File: src/sv/crcfr_pkg.sv
// Shared types, constants and CRC helper for the CRC-16 frame receiver.
package crcfr_pkg;

  localparam logic [7:0] HDR_FIRST  = 8'h5A;
  localparam logic [7:0] HDR_SECOND = 8'hA5;
  localparam logic [7:0] CMD_READ   = 8'h83;
  localparam logic [7:0] CMD_WRITE  = 8'h82;
  localparam logic [7:0] ACK_O      = 8'h4F;
  localparam logic [7:0] ACK_K      = 8'h4B;
  localparam logic [7:0] OK_LEN     = 8'h05;
  localparam logic [7:0] POWER_ON   = 8'h00;

  localparam logic [15:0] CRC_INIT = 16'hFFFF;
  localparam logic [15:0] CRC_POLY = 16'hA001;

  localparam logic [1:0] KIND_POWER = 2'd0;
  localparam logic [1:0] KIND_TOUCH = 2'd1;
  localparam logic [1:0] KIND_READ  = 2'd2;

  // data count per message, wide enough for the largest supported cap (64)
  localparam int CNT_W = 7;

  typedef enum logic [1:0] {P_HUNT, P_HDR2, P_LEN, P_PAYLOAD} phase_t;
  typedef enum logic [1:0] {B_IDLE, B_READ, B_LOAD, B_SEND} back_t;

  typedef struct packed {
    logic [1:0]       kind;
    logic [15:0]      addr;
    logic [7:0]       cnt;
    logic [CNT_W-1:0] n;
    logic [15:0]      ok;
  } job_t;

  // CRC-16/MODBUS, one byte, reflected
  function automatic logic [15:0] crc16_upd(input logic [15:0] crc, input logic [7:0] b);
    logic [15:0] c;
    c = crc ^ {8'h00, b};
    for (int k = 0; k < 8; k++) begin
      if (c[0]) c = (c >> 1) ^ CRC_POLY;
      else c = c >> 1;
    end
    return c;
  endfunction

endpackage

File: src/sv/crcfr_ram.sv
// Generic single-write, single-read RAM with registered read data.
module crcfr_ram #(
  parameter int WIDTH = 8,
  parameter int DEPTH = 32
) (
  input  logic                     clk,
  input  logic                     we,
  input  logic [$clog2(DEPTH)-1:0] waddr,
  input  logic [WIDTH-1:0]         wdata,
  input  logic                     re,
  input  logic [$clog2(DEPTH)-1:0] raddr,
  output logic [WIDTH-1:0]         rdata
);

  logic [WIDTH-1:0] mem [DEPTH];

  always_ff @(posedge clk) begin
    if (we) mem[waddr] <= wdata;
    if (re) rdata <= mem[raddr];
  end

endmodule

File: src/sv/crcfr_front.sv
// Byte parser: header hunt, CRC check, payload capture and message classification.
module crcfr_front #(
  parameter int MAX_DATA_BYTES = 32
) (
  input  logic                              clk,
  input  logic                              rst,
  input  logic                              in_valid,
  input  logic [7:0]                        rx_byte,
  output logic                              in_stall,
  input  logic                              q_full,
  input  logic                              back_busy,
  output logic                              push,
  output crcfr_pkg::job_t                   job,
  output logic                              ram_we,
  output logic [$clog2(MAX_DATA_BYTES)-1:0] ram_waddr,
  output logic [7:0]                        ram_wdata
);
  import crcfr_pkg::*;

  localparam int AW = $clog2(MAX_DATA_BYTES);

  phase_t      phase, phase_next;
  logic [7:0]  length_byte;
  logic [8:0]  byte_index;
  logic [15:0] crc_accum;
  logic [15:0] received_crc;
  logic [15:0] ok_counter;
  logic [7:0]  cmd, addr_hi, addr_lo, cnt;

  logic        accept;
  logic        len_ok, is_chk, is_lo, frame_end, good, ok_frame;
  logic [7:0]  checked, avail;
  logic [15:0] rcv_new;
  logic [8:0]  want, n_a, n_b;

  // payload writes must not disturb a message still being read out
  assign in_stall = q_full || (phase == P_PAYLOAD && back_busy);
  assign accept   = in_valid && !in_stall;

  // frame bookkeeping
  always_comb begin
    checked   = length_byte - 8'd2;
    len_ok    = length_byte >= 8'd2;
    is_chk    = len_ok && (byte_index < {1'b0, checked});
    is_lo     = len_ok && (byte_index == {1'b0, checked});
    rcv_new   = received_crc;
    if (len_ok && !is_chk) begin
      if (is_lo) rcv_new[7:0] = rx_byte;
      else rcv_new[15:8] = rx_byte;
    end
    frame_end = ({1'b0, byte_index} + 10'd1) >= {2'b00, length_byte};
    good      = len_ok && (checked != 8'd0) && (crc_accum == rcv_new);
    ok_frame  = (length_byte == OK_LEN) && (cmd == CMD_WRITE) &&
                (addr_hi == ACK_O) && (addr_lo == ACK_K);
    avail     = (checked > 8'd4) ? checked - 8'd4 : 8'd0;
    want      = {cnt, 1'b0};
    n_a       = (want < {1'b0, avail}) ? want : {1'b0, avail};
    n_b       = (n_a > 9'(MAX_DATA_BYTES)) ? 9'(MAX_DATA_BYTES) : n_a;
  end

  always_comb begin
    phase_next = phase;
    if (accept) begin
      unique case (phase)
        P_HUNT:    if (rx_byte == HDR_FIRST) phase_next = P_HDR2;
        P_HDR2:    phase_next = (rx_byte == HDR_SECOND) ? P_LEN : P_HUNT;
        P_LEN:     phase_next = P_PAYLOAD;
        P_PAYLOAD: if (frame_end) phase_next = P_HUNT;
        default:   phase_next = P_HUNT;
      endcase
    end
  end

  always_comb begin
    push      = accept && ((phase == P_HUNT && rx_byte == POWER_ON) ||
                (phase == P_PAYLOAD && frame_end && good && !ok_frame && cmd == CMD_READ));
    job.ok    = ok_counter;
    if (phase == P_HUNT) begin
      job.kind = KIND_POWER;
      job.addr = 16'h0000;
      job.cnt  = 8'h00;
      job.n    = '0;
    end else begin
      job.kind = (cnt == 8'd1) ? KIND_TOUCH : KIND_READ;
      job.addr = {addr_hi, addr_lo};
      job.cnt  = cnt;
      job.n    = n_b[CNT_W-1:0];
    end
    ram_we    = accept && phase == P_PAYLOAD && is_chk && byte_index >= 9'd4 &&
                byte_index < 9'(4 + MAX_DATA_BYTES);
    ram_waddr = AW'(byte_index - 9'd4);
    ram_wdata = rx_byte;
  end

  always_ff @(posedge clk) begin
    if (rst) begin
      phase        <= P_HUNT;
      length_byte  <= 8'h00;
      byte_index   <= 9'd0;
      crc_accum    <= CRC_INIT;
      received_crc <= 16'h0000;
      ok_counter   <= 16'h0000;
      cmd          <= 8'h00;
      addr_hi      <= 8'h00;
      addr_lo      <= 8'h00;
      cnt          <= 8'h00;
    end else begin
      phase <= phase_next;
      if (accept && phase == P_LEN) begin
        length_byte  <= rx_byte;
        byte_index   <= 9'd0;
        crc_accum    <= CRC_INIT;
        received_crc <= 16'h0000;
        cmd          <= 8'h00;
        addr_hi      <= 8'h00;
        addr_lo      <= 8'h00;
        cnt          <= 8'h00;
      end
      if (accept && phase == P_PAYLOAD) begin
        if (is_chk) begin
          crc_accum <= crc16_upd(crc_accum, rx_byte);
          unique case (byte_index)
            9'd0:    cmd     <= rx_byte;
            9'd1:    addr_hi <= rx_byte;
            9'd2:    addr_lo <= rx_byte;
            9'd3:    cnt     <= rx_byte;
            default: ;
          endcase
        end
        received_crc <= rcv_new;
        byte_index   <= byte_index + 9'd1;
        if (frame_end && good && ok_frame) ok_counter <= ok_counter + 16'd1;
      end
    end
  end

endmodule

File: src/sv/crcfr_queue.sv
// Two-entry message queue between parser and result sequencer.
module crcfr_queue (
  input  logic            clk,
  input  logic            rst,
  input  logic            push,
  input  crcfr_pkg::job_t din,
  input  logic            pop,
  output crcfr_pkg::job_t dout,
  output logic            empty,
  output logic            full
);
  import crcfr_pkg::*;

  job_t       entry [2];
  logic       wp, rp;
  logic [1:0] count;

  assign dout  = entry[rp];
  assign empty = count == 2'd0;
  assign full  = count == 2'd2;

  always_ff @(posedge clk) begin
    if (push) entry[wp] <= din;
  end

  always_ff @(posedge clk) begin
    if (rst) begin
      wp    <= 1'b0;
      rp    <= 1'b0;
      count <= 2'd0;
    end else begin
      if (push) wp <= ~wp;
      if (pop) rp <= ~rp;
      unique case ({push, pop})
        2'b10:   count <= count + 2'd1;
        2'b01:   count <= count - 2'd1;
        default: count <= count;
      endcase
    end
  end

endmodule

File: src/sv/crcfr_back.sv
// Result sequencer: walks one message's data bytes out of the payload RAM.
module crcfr_back #(
  parameter int MAX_DATA_BYTES = 32
) (
  input  logic                              clk,
  input  logic                              rst,
  input  logic                              q_empty,
  input  crcfr_pkg::job_t                   q_head,
  output logic                              pop,
  output logic                              active,
  output logic                              ram_re,
  output logic [$clog2(MAX_DATA_BYTES)-1:0] ram_raddr,
  input  logic [7:0]                        ram_rdata,
  output logic                              out_valid,
  input  logic                              out_stall,
  output logic [1:0]                        kind,
  output logic [15:0]                       var_addr,
  output logic [7:0]                        word_count,
  output logic [7:0]                        data_byte,
  output logic [4:0]                        byte_position,
  output logic                              data_valid,
  output logic                              last,
  output logic [15:0]                       ok_frames
);
  import crcfr_pkg::*;

  localparam int AW = $clog2(MAX_DATA_BYTES);

  back_t            state, state_next;
  job_t             job_r;
  logic [CNT_W-1:0] idx;
  logic [7:0]       data_r;
  logic [4:0]       pos_r;
  logic             dv_r, last_r;

  always_comb begin
    state_next = state;
    unique case (state)
      B_IDLE: if (!q_empty) state_next = (q_head.n == '0) ? B_SEND : B_READ;
      B_READ: state_next = B_LOAD;
      B_LOAD: state_next = B_SEND;
      B_SEND: if (!out_stall) state_next = last_r ? B_IDLE : B_READ;
      default: state_next = B_IDLE;
    endcase
  end

  always_comb begin
    pop       = (state == B_IDLE) && !q_empty;
    active    = state != B_IDLE;
    ram_re    = state == B_READ;
    ram_raddr = idx[AW-1:0];
    out_valid = state == B_SEND;
  end

  always_ff @(posedge clk) begin
    if (rst) state <= B_IDLE;
    else state <= state_next;
  end

  always_ff @(posedge clk) begin
    if (pop) begin
      job_r  <= q_head;
      idx    <= '0;
      data_r <= 8'h00;
      pos_r  <= 5'd0;
      dv_r   <= 1'b0;
      last_r <= 1'b1;   // no-data message: a single marker beat
    end
    if (state == B_LOAD) begin
      data_r <= ram_rdata;
      pos_r  <= idx[4:0];
      dv_r   <= 1'b1;
      last_r <= (idx + CNT_W'(1)) == job_r.n;
    end
    if (state == B_SEND && !out_stall) idx <= idx + CNT_W'(1);
  end

  assign kind          = job_r.kind;
  assign var_addr      = job_r.addr;
  assign word_count    = job_r.cnt;
  assign ok_frames     = job_r.ok;
  assign data_byte     = data_r;
  assign byte_position = pos_r;
  assign data_valid    = dv_r;
  assign last          = last_r;

endmodule

File: src/sv/crc16_frame_receiver.sv
// A message's first result is valid once the message has passed the queue, a pop, a RAM
// read and a load; a power-on or other no-data beat is popped and sent with no RAM read.
// Throughput: one byte per cycle while hunting or parsing and in_stall is low; a message is
// a pop, then RAM read, load, send per beat. Payload bytes of the next frame stall while an
// earlier message is still read out. Reset (rst, synchronous): parser hunts for a header,
// queue empties, OK count is zero; the payload RAM is not cleared.
module crc16_frame_receiver #(
  parameter int MAX_DATA_BYTES = 32
) (
  input  logic        clk,
  input  logic        rst,
  input  logic        in_valid,
  output logic        in_stall,
  input  logic [7:0]  rx_byte,
  output logic        out_valid,
  input  logic        out_stall,
  output logic [1:0]  kind,
  output logic [15:0] var_addr,
  output logic [7:0]  word_count,
  output logic [7:0]  data_byte,
  output logic [4:0]  byte_position,
  output logic        data_valid,
  output logic        last,
  output logic [15:0] ok_frames
);
  import crcfr_pkg::*;

  localparam int AW = $clog2(MAX_DATA_BYTES);

  job_t          push_job, head_job;
  logic          push, pop, q_empty, q_full, back_active, back_busy;
  logic          ram_we, ram_re;
  logic [AW-1:0] ram_waddr, ram_raddr;
  logic [7:0]    ram_wdata, ram_rdata;

  assign back_busy = !q_empty || back_active;

  crcfr_front #(.MAX_DATA_BYTES(MAX_DATA_BYTES)) u_front (
    .clk, .rst, .in_valid, .rx_byte, .in_stall,
    .q_full, .back_busy,
    .push, .job(push_job),
    .ram_we, .ram_waddr, .ram_wdata
  );

  crcfr_queue u_queue (
    .clk, .rst, .push, .din(push_job), .pop, .dout(head_job),
    .empty(q_empty), .full(q_full)
  );

  crcfr_ram #(.WIDTH(8), .DEPTH(MAX_DATA_BYTES)) u_ram (
    .clk, .we(ram_we), .waddr(ram_waddr), .wdata(ram_wdata),
    .re(ram_re), .raddr(ram_raddr), .rdata(ram_rdata)
  );

  crcfr_back #(.MAX_DATA_BYTES(MAX_DATA_BYTES)) u_back (
    .clk, .rst, .q_empty, .q_head(head_job), .pop, .active(back_active),
    .ram_re, .ram_raddr, .ram_rdata,
    .out_valid, .out_stall, .kind, .var_addr, .word_count, .data_byte,
    .byte_position, .data_valid, .last, .ok_frames
  );

endmodule

File: config.mk
export PLATFORM = sky130hd
export DESIGN_NAME = crc16_frame_receiver
export DESIGN_NICKNAME = d
export VERILOG_FILES = /design/src/sv/crcfr_pkg.sv /design/src/sv/crcfr_ram.sv /design/src/sv/crcfr_front.sv /design/src/sv/crcfr_queue.sv /design/src/sv/crcfr_back.sv /design/src/sv/crc16_frame_receiver.sv
export SDC_FILE = /design/constraint.sdc
export NUM_CORES = 1
export LEC_CHECK = 0
export BUFFER_PORTS_ARGS = -buffer_cell sky130_fd_sc_hd__buf_2
export CAP_MARGIN = 30
export CORE_MARGIN = 8
export CORE_UTILIZATION = 32
export DETAILED_ROUTE_END_ITERATION = 12
export SLEW_MARGIN = 10
export SYNTH_ARGS = -nofsm -noshare
export SYNTH_HDL_FRONTEND = slang
export SYNTH_HIERARCHICAL = 1
export SYNTH_SLANG_ARGS = --single-unit
File: constraint.sdc
create_clock -name clk -period 12.03 [get_ports clk]
set_input_delay 0.6015 -clock clk [delete_from_list [all_inputs] [get_ports clk]]
set_output_delay 0.6015 -clock clk [all_outputs]
set_load 0.02 [all_outputs]
=== Word-level counts from Yosys, hierarchy flattened ===
Memory sizes are Yosys's and may differ from the RTL's. A register that Yosys moved wholly into a read port is not among the register bits.
Index checks and enable logic that the tools add are counted.

* $add $sub $neg: 9
* Reduce and logical (&&, ||, !) cells: 48
* Muxes and demuxes: 84
* Bitwise gates (word level): 11
* Divide/modulo/power cells: 0
* Shift-type cells: 0
* $lt $le $gt $ge: 8
* Multipliers: 0
* Eq/ne operators: 27

{| class="wikitable"
|+ Operator list
! cell !! number
|-
| 16-bit two-way mux || 35
|-
| 8-bit two-way mux || 21
|-
| 33-bit two-way mux || 1
|-
| 9-bit two-way mux || 3
|-
| 1-bit logical AND || 25
|-
| 8-bit by 7-bit == test with 1-bit output (second input constant) || 3
|-
| 8-bit == test (second input constant) || 3
|-
| 2-bit NOT with 3-bit output || 8
|-
| 7-bit two-way mux || 3
|-
| 9-bit by 2-bit == test with 1-bit output (second input constant) || 2
|-
| 9-bit by 8-bit less-than comparator with 1-bit output || 2
|-
| 16-bit by 1-bit adder with 16-bit output (second input constant) || 1
|-
| 16-bit == test || 1
|-
| 2-bit case mux with 4 select lines || 2
|-
| 16-bit by 8-bit bitwise XOR with 16-bit output || 1
|-
| 2-bit two-way mux || 7
|-
| 2-bit == test (second input constant) || 6
|-
| 9-bit by 1-bit adder with 10-bit output (second input constant) || 1
|-
| 10-bit by 8-bit >= comparator with 1-bit output || 1
|-
| 5-bit two-way mux || 2
|-
| 2-bit nonzero test || 5
|-
| 9-bit by 1-bit adder with 9-bit output (second input constant) || 1
|-
| 9-bit by 1-bit == test with 1-bit output (second input constant) || 1
|-
| 9-bit by 8-bit == test with 1-bit output || 1
|-
| 29 further kinds || 51
|}

* ROM bits: 0
* Memories: 2
* Memory bits (writable): 354
* Latch bits: 0
* Register bits after elaboration: 176

{| class="wikitable"
|+ Memories
! memory !! depth !! width !! rd ports !! clocked after memory_dff !! write ports !! RTL line !! source
|-
| u_ram.mem || 32 || 8 || 1 || 1 || 1 || crcfr_ram.sv:15 || <nowiki>logic [WIDTH-1:0] mem [DEPTH];</nowiki>
|-
| u_queue.entry || 2 || 49 || 1 || 1 || 1 || crcfr_queue.sv:14 || <nowiki>job_t entry [2];</nowiki>
|}

=== Depth between registers and ports, before layout ===
Gate-level depths: netlist of the first run.

* Depth in word-level cells: 44
* Depth in mapped cells: 19
* Mapped depth without buffers: 18

=== Modules after synthesis ===
The synthesis of the first run kept the hierarchy.

{| class="wikitable"
|+ By module, submodules not included
! module !! instances !! area each (sq um) !! sequential area each (sq um) !! cells an instance
|-
| crcfr_ram || 1 || 10133.5 || 7927.6 || 417
|-
| crcfr_front || 1 || 6692.7 || 1981.9 || 834
|-
| crcfr_queue || 1 || 3729.8 || 3042.9 || 174
|-
| crcfr_back || 1 || 3017.9 || 2162.1 || 194
|-
| crc16_frame_receiver || 1 || 6.3 || 0.0 || 1
|}

=== Least setup slack after synthesis of the first run ===
OpenSTA, ideal clock, no wires.

* Path kind: flip-flop to flip-flop
* Start point: reg u_front.length_byte[1]
* End point: mem u_queue/entry[0][0] (netlist bit), enable pin
* Period minus slack after synthesis: 5.852 ns
* Path buffers: 1
* Library setup time: 0.456 ns
* Stages on the path, launching flop included: 17
* Slack: 6.178 ns
* Arrival time: 5.395 ns
* Cells stage by stage: dfxtp_1 > inv_1 > ha_1 > xnor2_1 > ha_1 > nand4_1 > nor2_1 > o211ai_1 > and2_1 > or4_1 > buf_2 > mux2_1 > nand4_1 > nor4_1 > o21a_1 > inv_1 > nor2_1

* Word-level cells in the longest chain between the ends: 15
* Elaborated cells between the ends (all ways): 29
* Classes of those cells: add/sub (1); order compare (3); eq/ne (3); mux (5); reduce/logical (17)

{| class="wikitable"
|+ RTL lines
! what !! RTL line !! source
|-
| from (decl) || crcfr_front.sv:23 || <nowiki>logic [7:0] length_byte;</nowiki>
|-
| from (signal assigned) || crcfr_front.sv:110 || <nowiki>length_byte <= rx_byte;</nowiki>
|-
| 8-bit by 2-bit subtractor with 8-bit output || crcfr_front.sv:42 || <nowiki>checked = length_byte - 8'd2;</nowiki>
|-
| 9-bit by 8-bit less-than comparator with 1-bit output || crcfr_front.sv:44 || <nowiki>is_chk = len_ok && (byte_index < {1'b0, checked});</nowiki>
|-
| 1-bit logical AND || crcfr_front.sv:44 ||
|-
| 1-bit logical NOT || crcfr_front.sv:47 || <nowiki>if (len_ok && !is_chk) begin</nowiki>
|-
| 1-bit logical AND || crcfr_front.sv:47 ||
|-
| 16-bit two-way mux || crcfr_front.sv:47 ||
|-
| 16-bit == test || crcfr_front.sv:52 || <nowiki>good = len_ok && (checked != 8'd0) && (crc_accum == rcv_new);</nowiki>
|-
| 1-bit logical AND || crcfr_front.sv:52 ||
|-
| 1-bit logical AND || crcfr_front.sv:76 || <nowiki>(phase == P_PAYLOAD && frame_end && good && !ok_frame && cmd == CMD_READ));</nowiki>
|-
| 1-bit logical AND * (2 in series) || crcfr_front.sv:76 ||
|-
| 1-bit logical OR * || crcfr_front.sv:75 || <nowiki>push = accept && ((phase == P_HUNT && rx_byte == POWER_ON) ||</nowiki>
|-
| 1-bit logical AND * || crcfr_front.sv:75 ||
|-
| named net push || crc16_frame_receiver.sv:31 || <nowiki>logic push, pop, q_empty, q_full, back_active, back_busy;</nowiki>
|-
| 1-bit two-way mux * || crcfr_queue.sv:23 || <nowiki>if (push) entry[wp] <= din;</nowiki>
|-
| 1-bit two-way mux (implied by the code) * || crcfr_queue.sv:23 ||
|-
| to (decl) || crcfr_queue.sv:14 ||
|}

The timed path passes the listed nets; every way through them passes the cells marked *.

=== Final worst setup path of the first run ===
* Start point: reg u_front.length_byte[1]
* End point: mem u_queue/entry[0][17] (netlist bit), enable pin

Same word-level chain as after synthesis.

==> results of run 1 <==
[critical path, delay by kind of cell (launching register included)]
kind	cells	cell delay [ns]
multiplexers	1	0.27
buffers and inverters	3	0.82
AO/OA/AOI/OAI	2	0.36
flip-flops	1	0.56
adder cells (fa/ha/maj)	2	0.53
AND/OR/NAND/NOR	6	1.84
XOR/XNOR	1	0.41
[logic make-up (layout without fill, tap and decap cells)]
family	Yosys count	count (layout)	share of synthesized area [%]
XOR/XNOR	65	65	2.47
other	1	6	0.0159
AND/OR/NAND/NOR	466	466	10.7
flip-flops	539	539	64.1
multiplexers	161	161	11.5
buffers and inverters	176	238	4.04
AO/OA/AOI/OAI	171	171	4.97
adder cells (fa/ha/maj)	41	41	2.18
[flip-flops by register name (all words and copies together), names as in the netlist, 2 cells and up, named ones only]
register and count:
u_ram/mem 256, u_ram/rdata 8, u_back/data_byte 8, u_back/state 2, u_front/received_crc 16, u_back/word_count 8
u_back/var_addr 16, u_queue/entry 98, u_front/crc_accum 16, u_front/addr_lo 8, u_back/job_r 7, u_front/ok_counter 16
u_front/cmd 8, u_back/byte_position 5, u_front/addr_hi 8, u_queue/count 2, u_back/ok_frames 16, u_front/length_byte 8
u_front/cnt 8, u_back/kind 2, u_back/idx 7, u_front/byte_index 9
[cell type report]
type	count	share of cell area (%)
inverter	39	0.549
sequential	539	56.7
clock buffer	62	5.26
multi-input combinational	905	28.3
tap	959	4.50
antenna	5	0.0469
timing repair buffer	95	2.39
clock inverter	42	2.26
[synth_stat cells (10+ instances only)]
library cell                 n
sky130_fd_sc_hd__ha_1       41
sky130_fd_sc_hd__buf_4      69
sky130_fd_sc_hd__clkbuf_1   49
sky130_fd_sc_hd__a22oi_1    50
sky130_fd_sc_hd__dfxtp_1   107
sky130_fd_sc_hd__and3_1     18
sky130_fd_sc_hd__nor4_2     11
sky130_fd_sc_hd__nand3_1    40
sky130_fd_sc_hd__nand4_1    24
sky130_fd_sc_hd__nand2_1    50
sky130_fd_sc_hd__o21ai_0    18
sky130_fd_sc_hd__edfxtp_1  432
sky130_fd_sc_hd__nor2_1    137
sky130_fd_sc_hd__or2_2      12
sky130_fd_sc_hd__a21o_1     10
sky130_fd_sc_hd__and2_1     22
sky130_fd_sc_hd__xnor2_1    47
sky130_fd_sc_hd__mux2_1     15
sky130_fd_sc_hd__mux4_2     80
sky130_fd_sc_hd__a21oi_1    43
sky130_fd_sc_hd__nor3_1     30
sky130_fd_sc_hd__nand3b_1   10
sky130_fd_sc_hd__xor2_1     17
sky130_fd_sc_hd__nand2b_1   13
sky130_fd_sc_hd__nor2b_1    48
sky130_fd_sc_hd__nor4_1     13
sky130_fd_sc_hd__mux2_2     57
sky130_fd_sc_hd__inv_1      38
[per-stage QoR]
step | total power (uW) | hold slack [ns]
finish | 4110 | 0.395
global route | 4240 | 0.392
global placement | 2300 | 0.445
CTS | 4160 | 0.361
detailed placement | 2300 | 0.455
floorplan | 2230 | 0.440
[cells in the final DEF, fill, tap and decap left out, types with 43 or more instances in the layout]
cell type,Yosys,final
sky130_fd_sc_hd__clkbuf_16,0,55
sky130_fd_sc_hd__mux2_2,57,57
sky130_fd_sc_hd__mux4_2,80,80
sky130_fd_sc_hd__a22oi_1,50,50
sky130_fd_sc_hd__nor2b_1,48,48
sky130_fd_sc_hd__edfxtp_1,432,432
sky130_fd_sc_hd__buf_2,8,71
sky130_fd_sc_hd__nor2_1,137,134
sky130_fd_sc_hd__nand2_1,50,50
sky130_fd_sc_hd__dfxtp_1,107,106
sky130_fd_sc_hd__xnor2_1,47,47
sky130_fd_sc_hd__a21oi_1,43,43
[routing by layer]
metal	GRT usage, %	vias to the layer above	wire length (um)
met2	19.9	322	24500
met4	3.36	6	996
met5	0	-	40
li1	-	6144	-
met3	2.18	76	2720
met1	16.8	6850	23500
[power by group]
part,total [uW],switching [uW],leakage [uW],internal (uW)
registers,2050,12.0,0.00497,2040
logic,215,135,0.00308,79.9
clock network,1850,741,0.000966,1110
total,4110,888,0.00902,3230
[final timing paths]
path                                       start                                  end  slack, ns  cells after the start
max          u_front/length_byte[1]$_SDFFE_PP0P_       u_queue/entry[0][17]$_DFFE_PP_       6.83                     15
max reg2reg  u_front/length_byte[1]$_SDFFE_PP0P_       u_queue/entry[0][17]$_DFFE_PP_       6.83                     15
min reg2reg       u_back/data_valid$_SDFFE_PP1P_       u_back/data_valid$_SDFFE_PP1P_       0.47                      1
min                                   rx_byte[0]  u_front/length_byte[0]$_SDFFE_PP0P_       0.40                      3
==> run metrics, run 1 <==
GRT Overall Usage=12.2%; Tmin final=5.20 ns; final setup fails=0; hold buffer count at cts=0; Max Fclk=192 MHz; maximum number of pins on one net before global-route repair=84; via count=13.4k; post-layout instance count excluding filler cells=2646; average wire length per cell after detail routing=19.5 um; Detailed Route Iter0 Violations=1017; cell area reported after detailed placement=24600 um^2; setup slack after placement=6.87 ns; total grt overflow=0; Min-Delay Path Class=primary input to flip-flop; maximum root-to-sink buffer count=3; full die area=82600 um^2; weighted congestion reported at the end of routability-driven placement=0.876; Synth top area share=55.0%; starting utilization of the core area=32.3%; most instantiated flip-flop cell in the synthesis netlist=sky130_fd_sc_hd__edfxtp_1; clock transition at the register clock pins on the worst setup and hold paths after CTS=0.07 ns; Ys Warns=6; standard-cell row count=99; number of max-slew violations in the final report=0; Ports=71; Worst slew margin=37.9%; drt pass-1 iters=5; Port Buffer Count=70; clock latency reported for the late side of the worst-skew pair=0.62 ns; wire length of the first global-routing pass=80700 um; sequential standard cell area=15100 um^2; number of antenna violations at the first check in global routing=8; count of mapped cells out of synthesis=1620; relative area change from synthesis to final layout=13.0%; worst endpoint data arrival time=5.45 ns; number of placed instances with taps included=2534; TritonCTS buffer count=55; Clock Skews=0.0461 ns; number of synthesized register bits=539; Core Util, Final=36.5%; CTS tree=done; detail-routed via count per cell=5.06; final instance area=26700 um^2; largest cells by area after synthesis=sky130_fd_sc_hd__edfxtp_1, sky130_fd_sc_hd__dfxtp_1, sky130_fd_sc_hd__mux4_2, sky130_fd_sc_hd__mux2_2, sky130_fd_sc_hd__buf_4; element type at the critical path start=flip-flop; Fillers=6815; largest stage delay on the critical path=0.67 ns; horizontal extent of the die=287 um; count of distinct cell types in the synthesized netlist=74; Post-synth EDFFs=432; run status=finished clean; wire length after detailed routing=51700 um; setup slack after layout=6.83 ns; mean cell area of the mapped netlist=14.6 um^2; Root Buffer Master=sky130_fd_sc_hd__clkbuf_16; number of violations of the max-capacitance limit=0; number of global-route vias before repair=13.5k; synthesized netlist net count=1673; type of the setup path with the least slack=flip-flop to flip-flop; DP HPWL=34100 um; part of the Yosys area used for sequential elements=64.1%; Critical Path Sink Type=flip-flop; die height=287 um; cell area after synthesis=23600 um^2; Slew @ Worst Pin=0.931 ns; final hold vios=0; number of clock sinks=539; Post-route DRC=0; setup repair after global routing missed its margin=false; maximum fanout along the worst path=49; peak supply drop=139 uV; required arrival time at the worst endpoint=12.28 ns; placeable core region=73000 um^2; library cell occupying the most area in the post-synthesis netlist=sky130_fd_sc_hd__edfxtp_1; ordered list of cells on the worst path=inv_1 > ha_1 > xnor2_1 > ha_1 > nand4_1 > nor3b_1 > o211ai_2 > or4_1 > mux2_1 > nand4_1 > nor4_1 > o21a_1 > inv_1 > nor2_4 > buf_4; leakage power=0.00902 uW; fin nets=1688; # resized after CTS=0; share of synthesized flip-flops with an asynchronous set or reset=0%; post-detailed-route count of antenna-violating nets=0; setup TNS=0 ns; slowest stage cell on the critical path=sky130_fd_sc_hd__or4_1; CTS H-Tree Depth=2; layout cells sized above 1=21.9%; period utilisation layout=43.3%; area of the multi-input gates=7530 um^2; power per standard cell area=154 nW/um^2; Setup Buffers After CTS=0
(Power assumes the default switching activity.)
==> run 2: changes to the inputs <==
clock period = 4.4 ns   (was 12.03 ns; I/O delays follow)
==> run metrics, run 2 (synthesis gave the netlist of run 1 again) <==
Ports=71; fin nets=1749; period utilisation layout=96.4%; relative area change from synthesis to final layout=14.5%; element type at the critical path start=flip-flop; Max Fclk=236 MHz; starting utilization of the core area=32.3%; power per standard cell area=406 nW/um^2; post-detailed-route count of antenna-violating nets=0; Post-route DRC=0; maximum number of pins on one net before global-route repair=73; Worst slew margin=33.6%; CTS tree=done; maximum root-to-sink buffer count=3; maximum fanout along the worst path=7; wire length after detailed routing=52400 um; hold depth=4; hold buffer count at cts=0; number of violations of the max-capacitance limit=0; Detailed Route Iter0 Violations=1050; standard-cell row count=99; number of max-slew violations in the final report=0; number of global-route vias before repair=13.9k; drt pass-1 iters=5; Root Buffer Master=sky130_fd_sc_hd__clkbuf_16; total grt overflow=0; commonest cells after routing, fill and taps aside=sky130_fd_sc_hd__edfxtp_1, sky130_fd_sc_hd__nor2_1, sky130_fd_sc_hd__dfxtp_1, sky130_fd_sc_hd__mux4_2, sky130_fd_sc_hd__buf_4; average wire length per cell after detail routing=19.4 um; peak supply drop=347 uV; Min-Delay Path Class=primary input to flip-flop; horizontal extent of the die=287 um; top flop regs=u_ram/mem (256), u_queue/entry (98); wire length of the first global-routing pass=81400 um; DP HPWL=33800 um; full die area=82600 um^2; setup slack after placement=0.114 ns; final hold vios=0; cells on worst reg2reg path=14; final setup fails=0; setup slack after layout=0.159 ns; number of antenna violations at the first check in global routing=6; Fillers=6812; CTS H-Tree Depth=2; clock transition at the register clock pins on the worst setup and hold paths after CTS=0.06 ns; layout cells sized above 1=24.7%; worst endpoint data arrival time=4.53 ns; weighted congestion reported at the end of routability-driven placement=0.841; number of clock sinks=539; Clock Skews=0.0351 ns; die height=287 um; largest reg by FF count=u_ram/mem; Critical Path Sink Type=flip-flop; commonest non-fill, non-tap cell in the layout=sky130_fd_sc_hd__edfxtp_1; Tmin final=4.24 ns; placeable core region=73000 um^2; Slew @ Worst Pin=0.996 ns; leakage power=0.00938 uW; required arrival time at the worst endpoint=4.69 ns; setup TNS=0 ns; clock latency reported for the late side of the worst-skew pair=0.61 ns; Port Buffer Count=70; detail-routed via count per cell=5.01; run status=finished clean; via count=13.6k; flip-flop count of the largest register, all copies and words added=256; setup repair after global routing missed its margin=false; type of the setup path with the least slack=flip-flop to flip-flop; TritonCTS buffer count=57; GRT Overall Usage=12.4%
[run 2: cell types whose count changed in the layout (fill, tap and decap cells not counted), moves of 2 or more]
cell,previous run,this run
sky130_fd_sc_hd__clkbuf_16,55,60
sky130_fd_sc_hd__buf_16,0,2
sky130_fd_sc_hd__clkinv_16,3,0
sky130_fd_sc_hd__buf_8,2,0
sky130_fd_sc_hd__buf_12,7,4
sky130_fd_sc_hd__clkinv_2,11,13
sky130_fd_sc_hd__bufinv_16,12,6
sky130_fd_sc_hd__inv_6,3,1
sky130_fd_sc_hd__buf_4,15,78
sky130_fd_sc_hd__clkinv_1,7,12
sky130_fd_sc_hd__inv_8,0,2
sky130_fd_sc_hd__clkbuf_1,7,10
sky130_fd_sc_hd__buf_2,71,69
[run 2: through the flow]
| stage | utilization [%] | power [uW] | hold slack, ns | area, um^2 | cells |
|---|---|---|---|---|---|
| 5_1_grt | 37.0 | 11300 | 0.0574 | 27000 | 2705 |
| 4_1_cts | 36.9 | 11100 | 0.0144 | 26900 | 2702 |
| 3_3_place_gp | 34.3 | 6280 | 0.436 | 25000 | 2593 |
| 3_5_place_dp | 34.3 | 6300 | 0.452 | 25000 | 2594 |
| 6_report | 37.0 | 11000 | 0.0563 | 27000 | 2708 |
| 2_1_floorplan | - | 6110 | 0.289 | 23600 | 1620 |
[run 2: layer usage]
metal  GRT usage [%]  part of all wire [%]  up-vias
met1            16.4                    44     6869
met3            2.43                   5.3       92
met4            3.71                   2.2        6
met2            20.5                    48      338
li1                -                     -     6271
met5               0                 0.072        -
[run 2: final timing paths]
kind                                                     startpoint                              to  slack [ns]
worst min register to register       u_back/data_valid$_SDFFE_PP1P_  u_back/data_valid$_SDFFE_PP1P_        0.46
worst min-delay path                                      out_stall    u_back/state[1]$_SDFFE_PP0P_        0.06
worst max-delay path            u_front/length_byte[4]$_SDFFE_PP0P_  u_queue/entry[1][20]$_DFFE_PP_        0.16
worst max register to register  u_front/length_byte[4]$_SDFFE_PP0P_  u_queue/entry[1][20]$_DFFE_PP_        0.16
[run 2: area by class of cell]
type	instances	area (um^2)	area share [%]
clock inverter	39	358	1.33
inverter	39	146	0.542
clock buffer	69	1510	5.61
tap	959	1200	4.44
sequential	539	15100	56.0
timing repair buffer	154	1090	4.04
multi-input combinational	905	7570	28.0
antenna	4	10.0	0.0371
[run 2: timing repair]
action / CTS / global route
setup endpoints to repair: 0 / 112
gates resized for setup: 0 / 7
buffers inserted: 0 / 0
[run 2: where the power goes]
group          leakage (uW)  switching, uW  total (uW)  internal [uW]
Combinational       0.00344            370         588            219
Sequential          0.00503           30.4        5600           5570
Clock              0.000915           1970        4770           2800
[run 2: critical path: stages (launching register included)]
cell                      delay, ns
sky130_fd_sc_hd__dfxtp_1       0.35
sky130_fd_sc_hd__buf_4         0.17
sky130_fd_sc_hd__or4_4         0.57
sky130_fd_sc_hd__o21ai_2       0.17
sky130_fd_sc_hd__and2_1        0.22
sky130_fd_sc_hd__buf_4         0.17
sky130_fd_sc_hd__and2b_1       0.18
sky130_fd_sc_hd__a31oi_1       0.27
sky130_fd_sc_hd__ha_1          0.31
sky130_fd_sc_hd__a21o_1        0.17
sky130_fd_sc_hd__a211o_1       0.30
sky130_fd_sc_hd__nor3_1        0.56
sky130_fd_sc_hd__a31oi_1       0.17
sky130_fd_sc_hd__o31ai_1       0.18
sky130_fd_sc_hd__a21oi_1       0.16
==> run 3: changes to the inputs <==
clock period = 4.3 ns   (was 4.4 ns; I/O delays follow)
==> run metrics, run 3 (synthesis gave the netlist of run 1 again) <==
average wire length per cell after detail routing=19.3 um; peak supply drop=316 uV; Port Buffer Count=70; wire length after detailed routing=52400 um; die height=287 um; maximum root-to-sink buffer count=3; setup TNS=0 ns; Hold WS=0.0401 ns; proportion of power drawn by the clock network=45.0%; DP HPWL=34300 um; number of antenna violations at the first check in global routing=5; setup slack after layout=0.321 ns; TritonCTS buffer count=58; flip-flop count of the largest register, all copies and words added=256; via count=13.5k; detail-routed via count per cell=4.99; Min-Delay Path Class=primary input to flip-flop; Max Fclk=251 MHz; Tmin final=3.98 ns; Slew @ Worst Pin=0.858 ns; net switching share of the total power=21.8%; sequential standard cell area=15100 um^2; starting utilization of the core area=32.3%; Net Switching=2510 uW; element type at the critical path start=flip-flop; CTS H-Tree Depth=2; number of violations of the max-capacitance limit=0; top flop regs=u_ram/mem (256), u_queue/entry (98); full die area=82600 um^2; leakage power=0.00947 uW; number of max-slew violations in the final report=0; power per standard cell area=424 nW/um^2; largest reg by FF count=u_ram/mem; number of global-route vias before repair=13.7k; clock transition at the register clock pins on the worst setup and hold paths after CTS=0.06 ns; launch point of the critical path=u_front/length_byte[3]$_SDFFE_PP0P_; drt pass-1 iters=5; GRT Overall Usage=12.5%; number of clock sinks=539; Combinational Power Share=5.3%; worst reg2reg startpoint=u_front/length_byte[3]$_SDFFE_PP0P_; maximum number of pins on one net before global-route repair=81; final setup fails=0; clock latency reported for the late side of the worst-skew pair=0.64 ns; horizontal extent of the die=287 um; Seq pwr share=49.8%; run status=finished clean; standard-cell row count=99; relative area change from synthesis to final layout=15.2%; setup slack after placement=-0.0244 ns; required arrival time at the worst endpoint=4.85 ns; Clock Skews=0.0550 ns; fin nets=1755; Worst slew margin=42.4%; commonest cells after routing, fill and taps aside=sky130_fd_sc_hd__edfxtp_1, sky130_fd_sc_hd__nor2_1, sky130_fd_sc_hd__dfxtp_1, sky130_fd_sc_hd__buf_4, sky130_fd_sc_hd__mux4_2; Root Buffer Master=sky130_fd_sc_hd__clkbuf_16; CTS tree=done; layout cells sized above 1=25.6%; cell area reported after detailed placement=25000 um^2; total grt overflow=0; wire length of the first global-routing pass=81700 um; commonest non-fill, non-tap cell in the layout=sky130_fd_sc_hd__edfxtp_1; final instance area=27200 um^2; Min-Delay Startpoint=rx_byte[3]; placeable core region=73000 um^2; Internal=9010 uW; Post-route DRC=0; type of the setup path with the least slack=flip-flop to flip-flop; Critical Path Sink Type=flip-flop; final hold vios=0; worst endpoint data arrival time=4.53 ns; maximum fanout along the worst path=9; post-detailed-route count of antenna-violating nets=0; weighted congestion reported at the end of routability-driven placement=0.834; Ports=71; Detailed Route Iter0 Violations=1018; Fillers=6758; period utilisation layout=92.5%; area of the multi-input gates=7580 um^2
-- run 3: cell types whose count changed in the layout (fill, tap and decap cells not counted), sizes merged --
cell,previous run,this run
buf,153,157
clkbuf,70,66
bufinv,6,9
clkinv,26,28
dlygate4sd3,0,2
clkinvlp,4,5
diode,4,3
inv,42,41
-- run 3: stage by stage --
stage / utilization (%) / instances / power [uW]
floorplan: - / 1620 / 6250
global placement: 34.3 / 2595 / 6430
global route: 37.2 / 2711 / 11900
CTS: 37.1 / 2706 / 11600
detailed placement: 34.3 / 2595 / 6450
finish: 37.2 / 2714 / 11500
-- run 3: timing repair --
item,4_1_cts,5_1_grt
pin swaps,0,2
hold endpoints to repair,2,1
setup buffers,0,1
cloned,0,0
resized for setup,1,10
hold buffers,1,1
endpoints found under the setup margin,1,108
-- run 3: routing by layer --
metal | routed length (um) | GRT usage [%]
met3 | 2700 | 2.11
met5 | 27 | 0
met2 | 25000 | 20.1
met4 | 1130 | 3.87
met1 | 23600 | 17.0
-- run 3: worst paths after layout --
kind | to | slack, ns | cells after the start
max | u_queue/count[1]$_SDFFE_PP0P_ | 0.32 | 14
min | u_ram/mem[31][3]$_DFFE_PP_ | 0.04 | 1
max reg2reg | u_queue/count[1]$_SDFFE_PP0P_ | 0.32 | 14
min reg2reg | u_back/data_valid$_SDFFE_PP1P_ | 0.44 | 1
-- run 3: power by group through the flow --
stage                     registers, uW  clock network (uW)  logic, uW
final                              5730                5180        605
after global routing               5740                5500        652
after CTS                          5730                5310        603
after detailed placement           5850                   0        600
after global placement             5840                   0        589
after floorplan                    5890                   0        363
-- run 3: worst max-delay path: stages (launching register included) --
cell,delay (ns)
sky130_fd_sc_hd__dfxtp_1,0.32
sky130_fd_sc_hd__buf_4,0.18
sky130_fd_sc_hd__or4_4,0.59
sky130_fd_sc_hd__a2111oi_4,0.40
sky130_fd_sc_hd__nor3b_2,0.11
sky130_fd_sc_hd__o2111ai_1,0.17
sky130_fd_sc_hd__and3_2,0.34
sky130_fd_sc_hd__mux2i_1,0.26
sky130_fd_sc_hd__nand4_1,0.18
sky130_fd_sc_hd__nor4_2,0.25
sky130_fd_sc_hd__o21a_1,0.19
sky130_fd_sc_hd__inv_1,0.10
sky130_fd_sc_hd__ha_1,0.34
sky130_fd_sc_hd__or3_1,0.35
sky130_fd_sc_hd__a21oi_1,0.15
-- run 3: cell type report --
cell class              instances  share of cell area [%]
inverters                      39                   0.539
flip-flops and latches        539                    55.7
clock inverters                44                    1.88
multi-input cells             905                    27.9
well taps                     959                    4.42
repair buffers                159                    4.03
clock buffers                  66                    5.56
diodes                          3                  0.0276
